<file path="config.mk">
export PLATFORM = sky130hd
export DESIGN_NAME = dmm_format
export DESIGN_NICKNAME = d
export VERILOG_FILES = /design/src/rtl/core/dmm_pkg.sv /design/src/rtl/core/dmm_format.sv
export SDC_FILE = /design/constraint.sdc
export NUM_CORES = 1
export LEC_CHECK = 0
export CORE_UTILIZATION = 50
export DETAILED_ROUTE_END_ITERATION = 10
export DONT_BUFFER_PORTS = 1
export PLACE_DENSITY = 0.68
export RECOVER_POWER = 100
export SETUP_SLACK_MARGIN = 0.5
export SYNTH_ARGS = -nofsm -noshare
export SYNTH_HDL_FRONTEND = slang
export SYNTH_SLANG_ARGS = --single-unit
</file>
<file path="constraint.sdc">
create_clock -name vclk -period 1.4
set_input_delay 0.21 -clock vclk [all_inputs]
set_output_delay 0.21 -clock vclk [all_outputs]
set_load 0.05 [all_outputs]
</file>
<file path="src/rtl/core/dmm_pkg.sv">
`default_nettype none

package dmm_pkg;

  localparam int unsigned MEM_ADDR_BITS_DEF = 16;

  localparam logic [1:0] OP_LOAD  = 2'd0;
  localparam logic [1:0] OP_STORE = 2'd1;
  localparam logic [1:0] OP_TICK  = 2'd2;

  localparam logic [2:0] LK_NONE   = 3'd0;
  localparam logic [2:0] LK_WORD   = 3'd1;
  localparam logic [2:0] LK_BYTE_U = 3'd2;
  localparam logic [2:0] LK_HALF_S = 3'd3;
  localparam logic [2:0] LK_HALF_U = 3'd4;
  localparam logic [2:0] LK_BYTE_S = 3'd5;

  localparam logic [31:0] MEM_BASE      = 32'h8000_0000;
  localparam logic [31:0] WINDOW_END    = 32'h8fff_ffff;
  localparam logic [31:0] CONSOLE_ADDR  = 32'ha000_03f8;
  localparam logic [31:0] TIMER_LO_ADDR = 32'ha000_0048;
  localparam logic [31:0] TIMER_HI_ADDR = 32'ha000_004c;

  typedef struct packed {
    logic [1:0]  op;
    logic [31:0] addr;
    logic [31:0] wdata;
    logic [2:0]  load_kind;
    logic [2:0]  store_bytes;
  } dmm_req_t;

  typedef struct packed {
    logic [31:0] read_data;
    logic        uart_valid;
    logic [7:0]  uart_byte;
  } dmm_rsp_t;

  // What the response stage needs from the request, registered on acceptance.
  typedef struct packed {
    logic [2:0]  kind;
    logic        mem_load;
    logic [1:0]  lane0;
    logic [3:0]  byte_ok;
    logic [31:0] fixed_data;
    logic        uart_valid;
    logic [7:0]  uart_byte;
  } dmm_info_t;

endpackage

`default_nettype wire

</file>
<file path="src/rtl/core/dmm_format.sv">
`default_nettype none

module dmm_format (
  input  wire dmm_pkg::dmm_info_t info,
  input  wire logic [3:0][7:0]    bank_rdata,
  output dmm_pkg::dmm_rsp_t       rsp
);

  logic [3:0][7:0] bytes;
  logic [1:0]      lane;
  logic [31:0]     word;

  always_comb begin
    lane = '0;
    for (int i = 0; i < 4; i++) begin
      lane     = info.lane0 + 2'(i);
      bytes[i] = info.byte_ok[i] ? bank_rdata[lane] : 8'h00;
    end
    word = bytes;

    if (!info.mem_load) begin
      rsp.read_data = info.fixed_data;
    end else begin
      unique case (info.kind)
        dmm_pkg::LK_WORD:   rsp.read_data = word;
        dmm_pkg::LK_BYTE_U: rsp.read_data = {24'd0, word[7:0]};
        dmm_pkg::LK_HALF_S: rsp.read_data = {{16{word[15]}}, word[15:0]};
        dmm_pkg::LK_HALF_U: rsp.read_data = {16'd0, word[15:0]};
        dmm_pkg::LK_BYTE_S: rsp.read_data = {{24{word[7]}}, word[7:0]};
        default:            rsp.read_data = '0;
      endcase
    end
    rsp.uart_valid = info.uart_valid;
    rsp.uart_byte  = info.uart_byte;
  end

endmodule

`default_nettype wire

</file>
==> summary.md <==
| Metric | Value |
|---|---|
| Met3 WL | `583 um` |
| Overflow after GRT | `0` |
| Routed WL per cell | `25.2 um` |
| Filler cell count | `74` |
| Hold-critical path endpoint | `rsp[7]` |
| Synth Cell Area | `0.00139 mm^2` |
| Total iterations of the first detailed-routing run | `4` |
| Critical Path End Type | `output pin` |
| Vias in the first global route | `1747` |
| Core area | `0.00254 mm^2` |
| Largest area contributor in the netlist | `mux2i_1` |
| Via Count | `1851` |
| Crit path max-delay family | `compound AO/OA/AOI/OAI gates` |
| WS Path Type | `input pin to output pin` |
| DRT met1 WL | `2290 um` |
| Synth top area cells | `mux2i_1 12%, mux2_2 12%, a21oi_1 11%` |
| DR iter-0 viols | `68` |
| # clk buffers | `0` |
| Final WS setup | `-0.217 ns` |
| Post-route clock period utilization | `116%` |
| Cells along the critical path | `nor2b_4, a211oi_2, and4_4, o21bai_4, buf_12, o311ai_4, buf_6` |
| DIE WIDTH | `54.7 um` |
| Area occupied by multi-input gates | `0.00165 mm^2` |
| DP HPWL | `3720 um` |
| Power per cell area | `429 mW/mm^2` |
| Antenna violations before repair | `0` |
| Top-area cell type share of the netlist area | `12.3%` |
| Count of flip-flops and latches | `0` |
| IO Count | `124` |
| Max-cap viol count | `0` |
| Hold Startpoint | `info[7]` |
| # rows | `18` |
| Worst VDD drop | `0.465 mV` |
| Total GRT Usage | `39.5%` |
| Req. time, crit path | `1.19 ns` |
| Pwr Total | `1.03 mW` |
| Unrepaired setup endpoints after global routing | `true` |
| Placer Congestion | `0.906` |
| CP bufs+invs | `2` |
| DR WL met2 | `3440 um` |
| Total of warnings raised by yosys | `0` |
| Synthesized area per cell | `6.39 um^2` |
| Top Metal Used | `met4` |
| CTS Hold Buffers Added | `0` |
| Die area | `0.00299 mm^2` |
| Final setup violation count | `31` |
| Area Growth Syn to Fin | `73.3%` |
| Slowest stage delay, CP | `0.28 ns` |
| Cells after Synth | `217` |
| Post-Synthesis Net Count | `300` |
| Failing checks | `setup timing` |
| Register Area | `0 um^2` |
| Leak | `0.986 nW` |
| Sum Neg Setup Slack | `-4.31 ns` |
| Share of layout cells above drive strength 1 | `48.7%` |
| Worst path slowest cell | `and4_4` |
| Initial Util | `54.5%` |
| ANT cells | `0` |
| Endpoints failing hold | `0` |
| Die height | `54.7 um` |
| Status | `finished, violations left` |
| Fin cells | `266` |
| Slew HR | `74.3%` |
| Fin crit period | `1.62 ns` |
| Dpl cells | `262` |
| Crit path DAT | `1.41 ns` |
| Worst Path Max Fanout | `36` |
| DRC Markers | `0` |
| Drt via density | `6.96` |
| Hold/Removal Path Class | `input pin to output pin` |
| Post-layout net count | `321` |
| Unique masters post-synth | `32` |
| Least-Margin Pin Slew | `0.384 ns` |
| Post-synthesis sequential area ratio | `0%` |
| Worst setup SP type | `input pin` |
| Largest net degree at the start of global routing | `67` |
| First-pass GRT wire length | `8310 um` |
| Fmax | `0.618 GHz` |
| Post-Route WL | `6710 um` |
| Antenna viol nets, final | `0` |
| Pins over their slew limit | `0` |
| Buffers on Ports | `0` |
| Hold depth | `0` |
[metrics by stage]
step | setup slack, ns | instance area (um^2) | hold WS, ns | util [%]
after floorplan | -0.340 | 1880 | 0.587 | -
after global placement | -0.217 | 2250 | 0.421 | 88.3
after detailed placement | -0.248 | 2250 | 0.421 | 88.3
after CTS | -0.143 | 2400 | 0.421 | 94.1
after global routing | -0.230 | 2400 | 0.420 | 94.4
final | -0.217 | 2400 | 0.420 | 94.4
[where the power goes]
part | total (mW) | internal, mW | switching, mW
combinational | 1.03 | 0.453 | 0.578
sequential | 0 | 0 | 0
clock | 0 | 0 | 0
[cell type report]
class	count	area share [%]
timing repair buffer	46	25.6
inverter	26	4.06
multi-input combinational	164	68.7
tap	30	1.56
[layout by cell type, fill, tap and decap left out, types with 2 or more instances in the layout]
| master | instances |
|---|---|
| mux2_2 | 15 |
| a21oi_2 | 5 |
| and2_1 | 7 |
| o221ai_4 | 9 |
| inv_1 | 26 |
| o22ai_4 | 8 |
| mux2i_1 | 16 |
| buf_4 | 8 |
| buf_12 | 16 |
| a21oi_1 | 24 |
| nand2_1 | 4 |
| nor2_1 | 30 |
| buf_6 | 20 |
| nand2b_1 | 8 |
| o22ai_2 | 8 |
| buf_2 | 2 |
| o311ai_4 | 7 |
[cell families after synthesis]
group | synth area share (%)
AOI/OAI and AO/OA | 32.6
buffers and inverters | 19.7
muxes | 24.5
and+or+nand+nor | 23.3
[routing by layer]
metal	track usage, %	vias up
li1	-	809
met1	38.8	854
met2	72.5	152
met3	9.72	36
met4	25.2	0
met5	0	-
[synth_stat cells]
| master | instances |
|---|---|
| buf_2 | 2 |
| nor3_1 | 2 |
| o221ai_2 | 1 |
| inv_1 | 26 |
| mux2_2 | 15 |
| mux2i_1 | 17 |
| and3_1 | 1 |
| o22ai_1 | 16 |
| and4_4 | 1 |
| nor2b_1 | 3 |
| nor3b_1 | 1 |
| o21bai_4 | 1 |
| nand4_1 | 1 |
| or3_1 | 1 |
| buf_6 | 3 |
| nor2_1 | 30 |
| o21ai_0 | 2 |
| nand2b_1 | 9 |
| and2_0 | 1 |
| buf_4 | 13 |
| a21o_1 | 1 |
| and2_1 | 7 |
| nand2_1 | 5 |
| clkbuf_1 | 9 |
| nand3_2 | 1 |
| o221ai_1 | 8 |
| a21oi_1 | 30 |
| a31oi_1 | 1 |
| o311ai_1 | 1 |
| a211oi_2 | 1 |
| and3b_1 | 1 |
| o311ai_0 | 6 |
[how the worst max path moves through the flow]
| stage | slack, ns | endpoint | depth (start not counted) | from |
|---|---|---|---|---|
| after floorplan | -0.34 | rsp[39] | 8 | info[46] |
| after global placement | -0.22 | rsp[36] | 7 | info[46] |
| after detailed placement | -0.25 | rsp[33] | 7 | info[46] |
| after CTS | -0.14 | rsp[25] | 7 | info[45] |
| after global routing | -0.23 | rsp[36] | 7 | info[46] |
| final | -0.22 | rsp[33] | 7 | info[46] |
[repair_timing]
action,in CTS,in global routing
pin swaps,4,1
gates cloned,1,0
buffers inserted,3,0
setup endpoints to repair,32,32
resized for setup,30,7
endpoints found under the hold margin,0,0
No activity file was read; power rests on OpenSTA's default activity.
