**src/rtl/core/dmm_pkg.sv**
```systemverilog
`default_nettype none

package dmm_pkg;

  localparam int unsigned MEM_ADDR_BITS_DEF = 16;

  localparam logic [1:0] OP_LOAD  = 2'd0;
  localparam logic [1:0] OP_STORE = 2'd1;
  localparam logic [1:0] OP_TICK  = 2'd2;

  localparam logic [2:0] LK_NONE   = 3'd0;
  localparam logic [2:0] LK_WORD   = 3'd1;
  localparam logic [2:0] LK_BYTE_U = 3'd2;
  localparam logic [2:0] LK_HALF_S = 3'd3;
  localparam logic [2:0] LK_HALF_U = 3'd4;
  localparam logic [2:0] LK_BYTE_S = 3'd5;

  localparam logic [31:0] MEM_BASE      = 32'h8000_0000;
  localparam logic [31:0] WINDOW_END    = 32'h8fff_ffff;
  localparam logic [31:0] CONSOLE_ADDR  = 32'ha000_03f8;
  localparam logic [31:0] TIMER_LO_ADDR = 32'ha000_0048;
  localparam logic [31:0] TIMER_HI_ADDR = 32'ha000_004c;

  typedef struct packed {
    logic [1:0]  op;
    logic [31:0] addr;
    logic [31:0] wdata;
    logic [2:0]  load_kind;
    logic [2:0]  store_bytes;
  } dmm_req_t;

  typedef struct packed {
    logic [31:0] read_data;
    logic        uart_valid;
    logic [7:0]  uart_byte;
  } dmm_rsp_t;

  // What the response stage needs from the request, registered on acceptance.
  typedef struct packed {
    logic [2:0]  kind;
    logic        mem_load;
    logic [1:0]  lane0;
    logic [3:0]  byte_ok;
    logic [31:0] fixed_data;
    logic        uart_valid;
    logic [7:0]  uart_byte;
  } dmm_info_t;

endpackage

`default_nettype wire

```
**src/rtl/core/dmm_decode.sv**
```systemverilog
`default_nettype none

module dmm_decode #(
  parameter int unsigned MEM_ADDR_BITS = dmm_pkg::MEM_ADDR_BITS_DEF
) (
  input  wire dmm_pkg::dmm_req_t                 req,
  input  wire logic                              accept,
  input  wire logic [63:0]                       timer,
  output logic      [3:0]                        bank_en,
  output logic      [3:0]                        bank_we,
  output logic      [3:0][MEM_ADDR_BITS-3:0]     bank_row,
  output logic      [3:0][7:0]                   bank_wdata,
  output dmm_pkg::dmm_info_t                     info
);

  logic [31:0]      off;
  logic             is_console;
  logic             is_store;
  logic             is_load;
  logic             mem_load;
  logic [2:0]       nbytes;
  logic [3:0][1:0]  lane_idx;
  logic [3:0][31:0] boff;
  logic [3:0][31:0] loff;
  logic [3:0]       bank_in_mem;
  logic [3:0]       bank_wr;

  always_comb begin
    off        = req.addr - dmm_pkg::MEM_BASE;
    is_console = (req.addr == dmm_pkg::CONSOLE_ADDR);
    is_store   = (req.op == dmm_pkg::OP_STORE) && !is_console;
    is_load    = (req.op == dmm_pkg::OP_LOAD) && (req.load_kind != dmm_pkg::LK_NONE);
    nbytes     = (req.store_bytes > 3'd4) ? 3'd4 : req.store_bytes;
    mem_load   = is_load && (req.addr != dmm_pkg::TIMER_LO_ADDR) &&
                 (req.addr != dmm_pkg::TIMER_HI_ADDR) &&
                 (req.addr >= dmm_pkg::MEM_BASE) && (req.addr < dmm_pkg::WINDOW_END);

    // Byte i of the access lives in bank (off + i) mod 4.
    for (int b = 0; b < 4; b++) begin
      lane_idx[b]    = 2'(b) - off[1:0];
      boff[b]        = off + {30'd0, lane_idx[b]};
      bank_in_mem[b] = (boff[b][31:MEM_ADDR_BITS] == '0);
      bank_wr[b]     = is_store && ({1'b0, lane_idx[b]} < nbytes) && bank_in_mem[b];
      bank_we[b]     = accept && bank_wr[b];
      bank_en[b]     = accept && (bank_wr[b] || (mem_load && bank_in_mem[b]));
      bank_row[b]    = boff[b][MEM_ADDR_BITS-1:2];
      bank_wdata[b]  = req.wdata[8*lane_idx[b] +: 8];
    end

    for (int i = 0; i < 4; i++) begin
      loff[i]         = off + 32'(i);
      info.byte_ok[i] = (loff[i][31:MEM_ADDR_BITS] == '0);
    end

    info.kind     = req.load_kind;
    info.mem_load = mem_load;
    info.lane0    = off[1:0];
    if (is_load && (req.addr == dmm_pkg::TIMER_LO_ADDR)) begin
      info.fixed_data = timer[31:0];
    end else if (is_load && (req.addr == dmm_pkg::TIMER_HI_ADDR)) begin
      info.fixed_data = timer[63:32];
    end else begin
      info.fixed_data = '0;
    end
    info.uart_valid = (req.op == dmm_pkg::OP_STORE) && is_console;
    info.uart_byte  = info.uart_valid ? req.wdata[7:0] : 8'h00;
  end

endmodule

`default_nettype wire

```
**config.mk**
```make
export PLATFORM = sky130hd
export DESIGN_NAME = dmm_decode
export DESIGN_NICKNAME = d
export VERILOG_FILES = /design/src/rtl/core/dmm_pkg.sv /design/src/rtl/core/dmm_decode.sv
export SDC_FILE = /design/constraint.sdc
export NUM_CORES = 1
export LEC_CHECK = 0
export BUFFER_PORTS_ARGS = -buffer_cell sky130_fd_sc_hd__buf_2
export CORE_AREA = 2 2 109 111
export DETAILED_ROUTE_END_ITERATION = 16
export DIE_AREA = 0 0 111 113
export GPL_ROUTABILITY_DRIVEN = 0
export GPL_TIMING_DRIVEN = 0
export PLACE_DENSITY = 0.68
export SLEW_MARGIN = 20
export SYNTH_ARGS = -nofsm -noshare
export SYNTH_HDL_FRONTEND = slang
export SYNTH_SLANG_ARGS = --single-unit
```
**constraint.sdc**
```tcl
create_clock -name vclk -period 10.91
set_clock_uncertainty 0.15 [all_clocks]
set_input_delay 1.091 -clock vclk [all_inputs]
set_output_delay 1.091 -clock vclk [all_outputs]
set_load 0.02 [all_outputs]
```
==> results_dict.tcl <==
set metrics [dict create \
    synth_area_um2 3750 \
    register_area_um2 0 \
    cts_hold_buf 0 \
    hold_start "req[53]" \
    synth.net_count 648 \
    area_growth_pct 41.1 \
    ant_nets 0 \
    antenna_cells 0 \
    synth.most_common_cell "nor2_1" \
    yosys.area.top_type_share 0.192 \
    yosys-top-cells-count "nor2_1, nand2_1, xor2_1, a22o_1, mux4_2" \
    cap_violations 0 \
    syn_avg_cell_area_um2 7.50 \
    min_to "bank_row[55]" \
    ys_top_cells_by_area "mux4_2, xor2_1, a22o_1" \
    wl_um 17000 \
    status "finished clean" \
    power_mw 0.205 \
    fin_tns_setup_ns 0 \
    post_cts_buffers 0 \
    rsz0062_at_grt "no" \
    worstHoldPathType "input pin to primary output" \
    critPathBufInv 6 \
    irDropWorstVdd_v 0.0000254 \
    die_w_um 111 \
    drc 0 \
    worstMarginPinSlew_ns 1.03 \
    overflow 0 \
    drive_above_1_share 0.462 \
    dpl-instance-area_um2 5290 \
    grt.met1_usage 0.345 \
    grt_busiest_layer "met2" \
    synth_area_leader_cell "mux4_2" \
    row_count 39 \
    grt.total_usage 0.253 \
    antenna_found_initial 0 \
    critical-path-max-stage-delay_ns 0.80 \
    nFillCells 1226 \
    end_kind "primary output" \
    min_period_ns 6.49 \
    nFlopsAndLatches 0 \
    detail_route.wl_per_cell_um 18.6 \
    grt_pass1_wl_um 26200 \
    postSynthCellCount 500 \
    power_density_nw_per_um2 38.7 \
    grt_pass1_vias 4888 \
    crit_chain "buf_2, buf_2, clkbuf_1, inv_1, ha_1, buf_2, xnor2_1, a31oi_1, nor4_1, nor3_1, a31oi_1, nor4_1, and4_1, buf_2" \
    slew_violations 0 \
    path_max_fanout 10 \
    arrival_ns 5.25 \
    required_ns 9.67 \
    num-clock-buffers 0 \
    yosys_warnings 0 \
    setup_viol 0 \
    grtUsageMet2 0.435 \
    fmax_ghz 0.154 \
    grt_util_met3 0.0220 \
    startpoint_type "input pin" \
    crit_top_cell "buf_2" \
    detail_route.first_pass.iterations 5 \
    final_area_um2 5290 \
    slew_headroom 0.308 \
    drt-initial-drc-count 536 \
    final_util 0.469 \
    die_h_um 113 \
    die_area_um2 12500 \
    fp.coreArea_um2 11300 \
    multi_input_area_um2 3350 \
    final-hold-violation-count 0 \
    ctsResizeCount 0 \
    critical-path-top-delay-family "buffers and inverters" \
    avgViaCountPerCell 5.68 \
    dp_hpwl_um 14300 \
    crit_path_top_delay_cell "a31oi_1" \
    numPortBuffers 272 \
    grt_max_degree 11 \
    io_pins 284 \
    hold-path-cell-count 2 \
    critPathKind "input pin to primary output" \
    fin_nets 922 \
    num_vias 5197 \
    fin_crit_sh 0.595 \
    ys_seq_area_frac 0 \
    synth.distinct_cells 55 \
    initial_utilization 0.333 \
    p_leak_nw 2.44 \
]
layout make-up:
class              instances  area share
plain buffers             68      0.0700
repair buffers           272       0.257
well taps                143      0.0338
multi-input cells        423       0.632
inverters                  9     0.00639
report_power, final:
group / total, mW / internal [mW] / switching, mW / leakage (nW)
Clock: 0 / 0 / 0 / 0
Sequential: 0 / 0 / 0 / 0
Combinational: 0.205 / 0.0837 / 0.121 / 2.44
Total: 0.205 / 0.0837 / 0.121 / 2.44
per-layer routing:
metal | part of all wire | wire [um]
met1 | 0.43 | 7280
met2 | 0.47 | 7990
met3 | 0.074 | 1260
met4 | 0.028 | 479
met5 | 0 | 0
worst max-delay path by stage:
stage / start / to / slack [ns] / cells past startpoint
after floorplan: req[39] / bank_we[2] / 5.72 / 12
after global placement: req[39] / bank_we[2] / 4.28 / 14
after detailed placement: req[39] / bank_we[2] / 4.35 / 14
after CTS: req[39] / bank_we[2] / 4.33 / 14
after global routing: req[39] / bank_we[2] / 3.92 / 14
final: req[39] / bank_we[2] / 4.42 / 14
metrics by stage:
step | worst slack, ns | hold WS, ns | cells
finish | 4.42 | 2.25 | 915
global route | 3.92 | 2.25 | 915
detailed placement | 4.35 | 2.25 | 915
global placement | 4.28 | 2.25 | 915
floorplan | 5.72 | 2.10 | 500
CTS | 4.33 | 2.25 | 915
placed cells by master, fill, tap and decap left out, drive strengths merged, types with 9 or more instances in the layout:
master  count
nand3      15
ha         11
nand2      42
nand4      25
and4       11
a22o       33
nor2       49
nor3       31
xor2       34
and2       10
clkbuf     27
a31oi      13
xnor2      26
mux4       32
buf       313
a21oi      12
nor4       15
inv         9
cell families (layout without fill, tap and decap cells):
logic type,after synthesis,in the layout,share of synthesized area
and+or+nand+nor,235,235,0.349
AOI/OAI and AO/OA,84,84,0.172
buffers and inverters,77,349,0.108
xor gates and xnor gates,60,60,0.140
muxes,33,33,0.195
adders and majority gates,11,11,0.0367
Note: power is estimated with default switching activity, not from simulation.
